**src/design/dasd_pkg.sv**
```systemverilog
`timescale 1ns / 1ps

package dasd_pkg;

    // Field widths of the input and result words
    localparam int DAY_W    = 5;
    localparam int MONTH_W  = 4;
    localparam int YEAR_W   = 16;
    localparam int OFFSET_W = 16;

    // Default number of offset bits that take part in the walk
    localparam int OFFSET_BITS_DEF = 16;

    // Operation codes
    localparam logic OP_ADD = 1'b0;
    localparam logic OP_SUB = 1'b1;

    // Month numbers
    localparam logic [MONTH_W-1:0] MONTH_JAN = 4'd1;
    localparam logic [MONTH_W-1:0] MONTH_FEB = 4'd2;
    localparam logic [MONTH_W-1:0] MONTH_APR = 4'd4;
    localparam logic [MONTH_W-1:0] MONTH_JUN = 4'd6;
    localparam logic [MONTH_W-1:0] MONTH_SEP = 4'd9;
    localparam logic [MONTH_W-1:0] MONTH_NOV = 4'd11;
    localparam logic [MONTH_W-1:0] MONTH_DEC = 4'd12;

    // Day numbers
    localparam logic [DAY_W-1:0] DAY_FIRST = 5'd1;
    localparam logic [DAY_W-1:0] LEN_31    = 5'd31;
    localparam logic [DAY_W-1:0] LEN_30    = 5'd30;
    localparam logic [DAY_W-1:0] LEN_29    = 5'd29;
    localparam logic [DAY_W-1:0] LEN_28    = 5'd28;

    typedef struct packed {
        logic                kind;
        logic [DAY_W-1:0]    day_in;
        logic [MONTH_W-1:0]  month_in;
        logic [YEAR_W-1:0]   year_in;
        logic [OFFSET_W-1:0] offset_days;
    } t_in_word;

    typedef struct packed {
        logic [DAY_W-1:0]   day_out;
        logic [MONTH_W-1:0] month_out;
        logic [YEAR_W-1:0]  year_out;
        logic               year_wrapped;
    } t_out_word;

    // Date status produced by one month step
    typedef struct packed {
        logic               done;
        logic               wrap;
        logic [DAY_W-1:0]   day;
        logic [MONTH_W-1:0] month;
        logic [YEAR_W-1:0]  year;
    } t_step_res;

    typedef enum logic {
        ST_IDLE,
        ST_RUN
    } t_state;

    // Month length; leap year when the year is a multiple of four
    function automatic logic [DAY_W-1:0] month_len(
        input logic [MONTH_W-1:0] month,
        input logic [YEAR_W-1:0]  year
    );
        logic [DAY_W-1:0] len;
        len = LEN_31;
        if (month == MONTH_FEB) begin
            len = (year[1:0] == 2'b00) ? LEN_29 : LEN_28;
        end else if (month == MONTH_APR || month == MONTH_JUN ||
                     month == MONTH_SEP || month == MONTH_NOV) begin
            len = LEN_30;
        end
        return len;
    endfunction

endpackage

```
**src/design/dasd_step.sv**
```systemverilog
`timescale 1ns / 1ps

module dasd_step
    import dasd_pkg::*;
#(
    parameter int REM_W = OFFSET_BITS_DEF
) (
    input  logic               i_kind,
    input  logic [DAY_W-1:0]   i_day,
    input  logic [MONTH_W-1:0] i_month,
    input  logic [YEAR_W-1:0]  i_year,
    input  logic [REM_W-1:0]   i_rem,
    output t_step_res          o_res,
    output logic [REM_W-1:0]   o_rem
);

    logic [DAY_W-1:0]   mlen;
    logic [DAY_W-1:0]   room;
    logic [REM_W-1:0]   room_ext;
    logic [REM_W-1:0]   day_ext;
    logic [MONTH_W-1:0] prev_month;
    logic [YEAR_W-1:0]  prev_year;

    // Days left in the current month after the current day
    assign mlen     = month_len(i_month, i_year);
    assign room     = mlen - i_day;
    assign room_ext = {{(REM_W-DAY_W){1'b0}}, room};
    assign day_ext  = {{(REM_W-DAY_W){1'b0}}, i_day};

    // Previous month, borrowing from the year
    assign prev_month = (i_month == MONTH_JAN) ? MONTH_DEC : i_month - 4'd1;
    assign prev_year  = (i_month == MONTH_JAN) ? i_year - 16'd1 : i_year;

    // One month step: finish inside this month or move to its neighbor
    always_comb begin
        o_res.done  = 1'b0;
        o_res.wrap  = 1'b0;
        o_res.day   = i_day;
        o_res.month = i_month;
        o_res.year  = i_year;
        o_rem       = i_rem;
        if (i_kind == OP_ADD) begin
            if (i_rem <= room_ext) begin
                o_res.done = 1'b1;
                o_res.day  = i_day + i_rem[DAY_W-1:0];
            end else begin
                o_rem     = i_rem - room_ext - {{(REM_W-1){1'b0}}, 1'b1};
                o_res.day = DAY_FIRST;
                if (i_month == MONTH_DEC) begin
                    o_res.month = MONTH_JAN;
                    o_res.year  = i_year + 16'd1;
                    o_res.wrap  = (i_year == {YEAR_W{1'b1}});
                end else begin
                    o_res.month = i_month + 4'd1;
                end
            end
        end else begin
            if (i_rem < day_ext) begin
                o_res.done = 1'b1;
                o_res.day  = i_day - i_rem[DAY_W-1:0];
            end else begin
                // land on the last day of the previous month
                o_rem       = i_rem - day_ext;
                o_res.month = prev_month;
                o_res.year  = prev_year;
                o_res.day   = month_len(prev_month, prev_year);
                o_res.wrap  = (i_month == MONTH_JAN) && (i_year == {YEAR_W{1'b0}});
            end
        end
    end

endmodule

```
**src/design/date_add_subtract_days.sv**
```systemverilog
// Calendar date plus or minus a day count. A word carries a date and an
// offset; the result word carries the new date and a flag that is set when
// the year crossed 65535 or 0 (the year wraps modulo 65536). Month 0 reads
// as January, months 13-15 as December, day 0 as day 1, and a day past the
// end of its month as the last day. February has 29 days in years that are
// multiples of four. One month-step unit walks the date a month per cycle;
// the result goes to the output register when the walk is done, and the
// next word is taken only once the unit is back in idle, so one word is
// walked at a time. A result still stalled in the output register holds the
// walk at its last step until the register frees. A new word is taken while
// the previous result may still wait in the output register. Only the low
// OFFSET_BITS bits of the offset (at most 16) are used.
`timescale 1ns / 1ps

module date_add_subtract_days
    import dasd_pkg::*;
#(
    parameter int OFFSET_BITS = OFFSET_BITS_DEF
) (
    input  logic      i_clk,
    input  logic      i_rst_n,
    input  logic      i_in_valid,
    output logic      o_in_stall,
    input  t_in_word  i_in_word,
    output logic      o_out_valid,
    input  logic      i_out_stall,
    output t_out_word o_out_word
);

    localparam int REM_W = (OFFSET_BITS < OFFSET_W) ? OFFSET_BITS : OFFSET_W;

    t_state             r_state, n_state;
    logic               r_kind, n_kind;
    logic [DAY_W-1:0]   r_day, n_day;
    logic [MONTH_W-1:0] r_month, n_month;
    logic [YEAR_W-1:0]  r_year, n_year;
    logic [REM_W-1:0]   r_rem, n_rem;
    logic               r_wrap, n_wrap;
    logic               r_out_valid, n_out_valid;
    t_out_word          r_out_word, n_out_word;

    logic               in_take;
    logic               out_free;
    logic               finish;
    logic [MONTH_W-1:0] clamp_month;
    logic [DAY_W-1:0]   clamp_len;
    logic [DAY_W-1:0]   clamp_day;
    t_step_res          step;
    logic [REM_W-1:0]   step_rem;

    // Shared month-step unit
    dasd_step #(
        .REM_W (REM_W)
    ) u_step (
        .i_kind  (r_kind),
        .i_day   (r_day),
        .i_month (r_month),
        .i_year  (r_year),
        .i_rem   (r_rem),
        .o_res   (step),
        .o_rem   (step_rem)
    );

    // Clamp the starting date into the calendar
    always_comb begin
        if (i_in_word.month_in < MONTH_JAN) begin
            clamp_month = MONTH_JAN;
        end else if (i_in_word.month_in > MONTH_DEC) begin
            clamp_month = MONTH_DEC;
        end else begin
            clamp_month = i_in_word.month_in;
        end
        clamp_len = month_len(clamp_month, i_in_word.year_in);
        if (i_in_word.day_in < DAY_FIRST) begin
            clamp_day = DAY_FIRST;
        end else if (i_in_word.day_in > clamp_len) begin
            clamp_day = clamp_len;
        end else begin
            clamp_day = i_in_word.day_in;
        end
    end

    // Next state
    always_comb begin
        n_state = r_state;
        case (r_state)
            ST_IDLE: begin
                if (in_take) begin
                    n_state = ST_RUN;
                end
            end
            ST_RUN: begin
                if (finish) begin
                    n_state = ST_IDLE;
                end
            end
            default: n_state = ST_IDLE;
        endcase
    end

    // Control outputs
    always_comb begin
        out_free   = !r_out_valid || !i_out_stall;
        o_in_stall = 1'b1;
        finish     = 1'b0;
        case (r_state)
            ST_IDLE: o_in_stall = 1'b0;
            ST_RUN:  finish     = step.done && out_free;
            default: o_in_stall = 1'b1;
        endcase
        in_take = i_in_valid && !o_in_stall;
    end

    // Walk registers and output register
    always_comb begin
        n_kind      = r_kind;
        n_day       = r_day;
        n_month     = r_month;
        n_year      = r_year;
        n_rem       = r_rem;
        n_wrap      = r_wrap;
        n_out_word  = r_out_word;
        n_out_valid = r_out_valid && i_out_stall;
        if (in_take) begin
            n_kind  = i_in_word.kind;
            n_day   = clamp_day;
            n_month = clamp_month;
            n_year  = i_in_word.year_in;
            n_rem   = i_in_word.offset_days[REM_W-1:0];
            n_wrap  = 1'b0;
        end else if (r_state == ST_RUN && !step.done) begin
            n_day   = step.day;
            n_month = step.month;
            n_year  = step.year;
            n_rem   = step_rem;
            n_wrap  = r_wrap || step.wrap;
        end
        if (finish) begin
            n_out_valid             = 1'b1;
            n_out_word.day_out      = step.day;
            n_out_word.month_out    = step.month;
            n_out_word.year_out     = step.year;
            n_out_word.year_wrapped = r_wrap;
        end
    end

    always_ff @(posedge i_clk) begin
        if (!i_rst_n) begin
            r_state     <= ST_IDLE;
            r_out_valid <= 1'b0;
        end else begin
            r_state     <= n_state;
            r_out_valid <= n_out_valid;
        end
        r_kind     <= n_kind;
        r_day      <= n_day;
        r_month    <= n_month;
        r_year     <= n_year;
        r_rem      <= n_rem;
        r_wrap     <= n_wrap;
        r_out_word <= n_out_word;
    end

    assign o_out_valid = r_out_valid;
    assign o_out_word  = r_out_word;

endmodule
```
**config.mk**
```make
export PLATFORM = sky130hd
export DESIGN_NAME = date_add_subtract_days
export DESIGN_NICKNAME = d
export VERILOG_FILES = /design/src/design/dasd_pkg.sv /design/src/design/dasd_step.sv /design/src/design/date_add_subtract_days.sv
export SDC_FILE = /design/constraint.sdc
export NUM_CORES = 1
export LEC_CHECK = 0
export BUFFER_PORTS_ARGS = -buffer_cell sky130_fd_sc_hd__buf_2
export CORE_MARGIN = 1
export CORE_UTILIZATION = 35
export CTS_BUF_LIST = sky130_fd_sc_hd__clkbuf_16
export DETAILED_ROUTE_END_ITERATION = 6
export MAX_ROUTING_LAYER = met4
export PLACE_DENSITY_LB_ADDON = 0.15
export RECOVER_POWER = 25
export SLEW_MARGIN = 10
export SYNTH_ARGS = -nofsm -noshare
export SYNTH_HDL_FRONTEND = slang
export SYNTH_HIERARCHICAL = 1
export SYNTH_SLANG_ARGS = --single-unit
```
**constraint.sdc**
```tcl
create_clock -name i_clk -period 10.95 [get_ports i_clk]
set_input_delay 1.6425 -clock i_clk [delete_from_list [all_inputs] [get_ports i_clk]]
set_output_delay 1.6425 -clock i_clk [all_outputs]
set_load 0.02 [all_outputs]
```
* After elaboration in Yosys (flattened, before gate mapping)
Index checks and enable logic that the tools add are counted.
Operators by class: bitwise logic cells 1, equality and inequality tests 20, add/subtract/negate cells 10, reduce and logical (&&, ||, !) cells 25, magnitude comparators 6, mux-type cells 44
Operators with widths (count):
- 16-bit two-way mux | 9
- 20-bit two-way mux | 2
- 5-bit two-way mux | 8
- 16-bit by 1-bit subtractor with 16-bit output (second input constant) | 2
- 16-bit by 5-bit subtractor with 16-bit output | 2
- 4-bit == test (second input constant) | 7
- 27-bit two-way mux | 1
- 4-bit by 3-bit == test with 1-bit output (second input constant) | 6
- 4-bit two-way mux | 6
- 16-bit by 1-bit adder with 16-bit output (second input constant) | 1
- 16-bit == test (second input constant) | 1
- 16-bit by 5-bit <= comparator with 1-bit output | 1
- 16-bit logical NOT | 1
- 16-bit by 5-bit < comparator with 1-bit output | 1
- 1-bit two-way mux | 16
- 4-bit by 2-bit == test with 1-bit output (second input constant) | 3
- 1-bit logical OR | 11
- 5-bit subtractor | 2
- 2-bit logical NOT | 3
- 3-bit != test (second input constant) | 2
- 5-bit adder | 1
- 5-bit > comparator | 1
- 1-bit logical AND | 5
- 5-bit by 1-bit < comparator with 1-bit output (second input constant) | 1
- 11 further kinds | 13
Storage, ports and cells: logic and storage cells 118, input port bits 46, register bits 71, output and inout bits 28

* Longest topological paths before layout
word-level depth 14, gate-level depth with buffers 19, depth with buffers taken out 18

* Modules after synthesis
The synthesis kept the hierarchy.
Modules (own cells, without submodules):
- date_add_subtract_days | cells each 231, area an instance 2835.2 sq um, instances 1, seq. area each 2102.0 sq um
- dasd_step | cells each 335, area an instance 2351.0 sq um, instances 1, seq. area each 0.0 sq um

* Least setup slack after synthesis
Ideal clock, no wire load.
path type register to register, start reg r_month[0], end reg r_day[0] (enable), required time 10497 ps, cell stages (with the launch flop) 16, period minus slack after synthesis 5688 ps, path buffers 1, setup slack 5262 ps, arrival time 5235 ps, setup time 453 ps, cell sequence edfxtp_1 > inv_1 > ha_1 > a221oi_1 > a21oi_1 > ha_1 > fa_1 > nand3_1 > xnor2_1 > ha_1 > nor2b_1 > o2111ai_1 > a32o_1 > a31o_2 > buf_6 > a21oi_1
RTL lines:
- from (decl) | line date_add_subtract_days.sv:35 | logic [MONTH_W-1:0] r_month, n_month;
- from (signal assigned) | line date_add_subtract_days.sv:157 | r_month <= n_month;
- to (signal assigned) | line date_add_subtract_days.sv:156 | r_day <= n_day;
- to (decl) | line date_add_subtract_days.sv:34 | logic [DAY_W-1:0] r_day, n_day;

==> results.txt <==
The flow ran to the end, and the final reports show no timing, DRC or antenna violations. For this block, the initial DRC count from the detailed router was 386. Setup repair after global routing left no endpoint under its margin.

The transition at the pin with the smallest max-transition slack is 1280 ps, and the via density per instance is 5.39. Pin placement for this block handled 74 I/O pins. In this run the cell area of the synthesized design comes to 5190 um^2. The post-layout utilization of the core was 40.9%. Total power for the finished layout comes to 0.00103 W.

The setup check on the worst reg-to-reg path leaves a slack of 5920 ps. Flop and latch count out of synthesis: 71. Walking the worst path, the cells encountered are inv_1, ha_1, a221oi_1, a21oi_1, ha_1, fa_1, nand3_1, xnor2_1, ha_1, nor2b_1, o2111ai_1, a32o_1, a31o_1, a21oi_4, buf_4.

Synthesis produced a netlist whose cell count is 566. The first TritonRoute pass finished after 5 iterations. Relative to the synthesized area, the layout overhead comes to 14.3%.

Clock-pin slew was measured on the worst setup and hold paths at 50 ps. In the final timing run, aggregate negative setup slack is 0 ps. The run gives 0 as the final number of hold-violating endpoints.

The full die area was 15,300 um^2. For this run, design rule violations remaining after detail routing come to 0. For the TritonCTS sink count, the log shows 71. The first global-routing pass estimated 21,700 um of wire.

Total wire length after detailed routing: 13,800 um. The core region is 14,500 um^2. The tools report the number of fill cells in the layout as 1,485. The overall die width came out at 124 um.

The number of buffers and inverters on the critical path is 2. The via count of the first global-routing pass was 4,204. The layout cell share with drive strength beyond 1 came out at 12.5%. The data required time of the critical path is 10,960 ps.

The die is 124 um tall. The clock tree synthesis step divided the H-tree into 3 levels. STA classifies the critical path startpoint as a register. STA classifies the critical path endpoint as a register. Routability-driven placement finished with a final weighted congestion of 0.883. The peak fanout along the critical path works out to 24. After synthesis, the netlist uses 74 different library cells.

In this design, the stage delay of the slowest critical-path cell is 600 ps. The tools report the maximum number of pins on one net before global-route repair as 44. The logs give 5040 ps for the data arrival time of the critical path and 0.199 GHz for the highest clock rate. In the global route stage, overall resource usage came out at 19.7%. The total number of nets in the final design is 714.

The number of antenna diodes in the final layout is 0. For this design the ratio of total power to cell area is 174 nW/um^2. In this run the critical register-to-register path is captured at r_rem[12].

The final max-slew violation count came out at 0. The depth of the worst register-to-register path works out to 15. The clock reaches the later pin of the worst-skew pair after 350 ps. The run gives 35.8% as the starting density of the core.

For this block, the via count after detailed routing is 4,410. The analysis attributes to cell leakage a power of 2.45 nW. Number of max-cap violations: 0. After floorplanning, the core was divided into 44 placement rows.

Once detail routing completed, the nets flagged for antenna violations numbered 0. After synthesis, the share of flip-flops with an asynchronous set or reset is 0%. The path with the worst hold slack has its endpoint at o_out_word[0].

The number of clock buffers added by TritonCTS is 9. Dividing the final minimum period by the clock period gives 45.9%. When the netlist entered floorplanning its net count stood at 651. The start-to-end type of the worst setup path was register to register.

The min-delay analysis places its worst path in the category register to register. The worst hold path passes through 0 cells. The sum of net half-perimeters after detailed placement was 9970 um. Once the clock tree was built, the setup fixing pass inserted 0 buffers. Dividing the detail-routed wire length by the instance count gives 16.8 um. TritonCTS built the clock tree. After global routing the overflow that remains totals 0.

The worst IR drop on VDD came out at 89.1 uV. Counting I/O delays and the setup requirement, the final critical path takes 5030 ps. Count of final setup violators: 0. During synthesis, Yosys emitted a total of 6 warnings. The relative slew slack was 14.6%; the smallest hold slack was 460 ps. Among all stages on the critical path, the largest delay is contributed by a21oi_4. The start of the worst register-to-register path is r_month[0]. A synthesized cell averages 9.16 um^2.

Clock skew on the completed layout was measured at 7.07 ps. The count of cells resized by post-cts repair came out at 0. Counting along the longest clock path gives a buffer depth of 2.

The startpoint identified for the worst hold timing path is r_wrap. The number of hold buffers added after CTS was 0. Most numerous cell on the critical path: ha_1. The tools report the initial antenna violation count as 0. Buffers placed on the I/O ports in this run total 73. Dominant delay contributor by cell family on the critical path: compound AO/OA/AOI/OAI gates. The synthesized design contains 68 enable-type register cells. The cell chosen for the clock root is clkbuf_16.

The most used flip-flop cell after synthesis is edfxtp_1. For this run, the register share of the synthesized area comes to 40.5%.
[flip-flops by register name, summed over array words and instances, names as in the netlist]
name / flops
r_state: 1
r_day: 5
r_kind: 1
r_rem: 16
r_month: 4
r_wrap: 1
o_out_word: 26
o_out_valid: 1
r_year: 16
[layout make-up]
type	count	area (um^2)	area share (%)
clock buffer	9	225	3.80
tap	184	230	3.89
sequential	71	2100	35.5
clock inverter	7	28.8	0.486
inverter	30	113	1.90
timing repair buffer	78	368	6.21
multi-input combinational	439	2860	48.2
[metal layers]
layer	share of wire [%]	global-route usage, %	routed length [um]
met5	0	-	0
met4	2.4	9.04	328
met3	3.8	3.39	527
met2	50	32.9	6940
met1	43	23.1	5970
[cells by family after synthesis]
kind of cell | Yosys count | synth area share [%]
AO/OA/AOI/OAI | 116 | 16.0
flip-flops | 71 | 40.5
buffers and inverters | 56 | 4.58
XOR/XNOR | 36 | 6.08
AND/OR/NAND/NOR | 245 | 22.1
adder cells (fa/ha/maj) | 39 | 10.1
multiplexers | 3 | 0.627
[cells in the mapped netlist (3+ instances only)]
| master | number | area [um^2] |
|---|---|---|
| nand2_1 | 139 | 522 |
| edfxtp_1 | 68 | 2040 |
| ha_1 | 34 | 425 |
| inv_1 | 29 | 109 |
| nor2_1 | 28 | 105 |
| a21oi_1 | 25 | 125 |
| xor2_1 | 20 | 175 |
| xnor2_1 | 16 | 140 |
| nand3_1 | 14 | 70.1 |
| o21ai_0 | 14 | 70.1 |
| clkbuf_1 | 13 | 48.8 |
| buf_2 | 10 | 50.1 |
| a211oi_1 | 9 | 67.6 |
| nor3_1 | 9 | 45.0 |
| nor4_1 | 8 | 50.1 |
| nor2b_1 | 7 | 43.8 |
| o21bai_1 | 6 | 45.0 |
| or3_1 | 6 | 37.5 |
| a22oi_1 | 5 | 37.5 |
| fa_1 | 5 | 100 |
| o21a_1 | 5 | 37.5 |
| a31oi_1 | 4 | 25.0 |
| a32oi_1 | 4 | 35.0 |
| and2_1 | 4 | 25.0 |
| and4_1 | 4 | 35.0 |
| nand4_1 | 4 | 25.0 |
| o211ai_1 | 4 | 30.0 |
| a21o_1 | 3 | 22.5 |
| a221o_1 | 3 | 30.0 |
| and3_1 | 3 | 18.8 |
| dfxtp_1 | 3 | 60.1 |
| o31a_1 | 3 | 26.3 |
| or4_4 | 3 | 33.8 |
[how the worst max path moves through the flow]
stage | startpoint | to | depth (start not counted)
final | r_month[0] | r_rem[12] | 15
after global placement | r_month[0] | r_rem[2] | 15
after global routing | r_month[0] | r_year[3] | 15
after detailed placement | r_month[0] | r_rem[2] | 15
after CTS | r_month[0] | r_year[3] | 15
after floorplan | r_month[0] | r_day[0] | 15
[where the power goes]
| part | total [W] | switching (W) | leakage [nW] | internal, W |
|---|---|---|---|---|
| combinational | 0.000382 | 0.000222 | 1.62 | 0.000159 |
| sequential | 0.000389 | 0.0000459 | 0.684 | 0.000343 |
| clock | 0.000258 | 0.000109 | 0.145 | 0.000148 |
[metrics by stage]
step                std cells  instance area, um^2  setup slack (ps)
floorplan                 566                 5190              5260
global placement          802                 5710              6190
detailed placement        802                 5710              6060
CTS                       818                 5960              6040
global route              818                 5930              5570
finish                    818                 5930              5920
[cell usage in the layout (no fill, tap or decap), drive strengths merged, types with 3 or more instances in the layout]
cell / n
a211oi: 10
a21o: 3
a21oi: 25
a221o: 3
a22oi: 5
a31oi: 4
a32oi: 4
and2: 4
and3: 4
and4: 5
buf: 50
clkbuf: 37
dfxtp: 3
edfxtp: 68
fa: 5
ha: 34
inv: 35
nand2: 139
nand3: 14
nand4: 4
nor2: 29
nor2b: 7
nor3: 10
nor3b: 3
nor4: 8
o211ai: 5
o21a: 5
o21ai: 17
o21bai: 6
o31a: 3
or3: 7
or4: 4
xnor2: 16
xor2: 20
(Power assumes the default switching activity.)
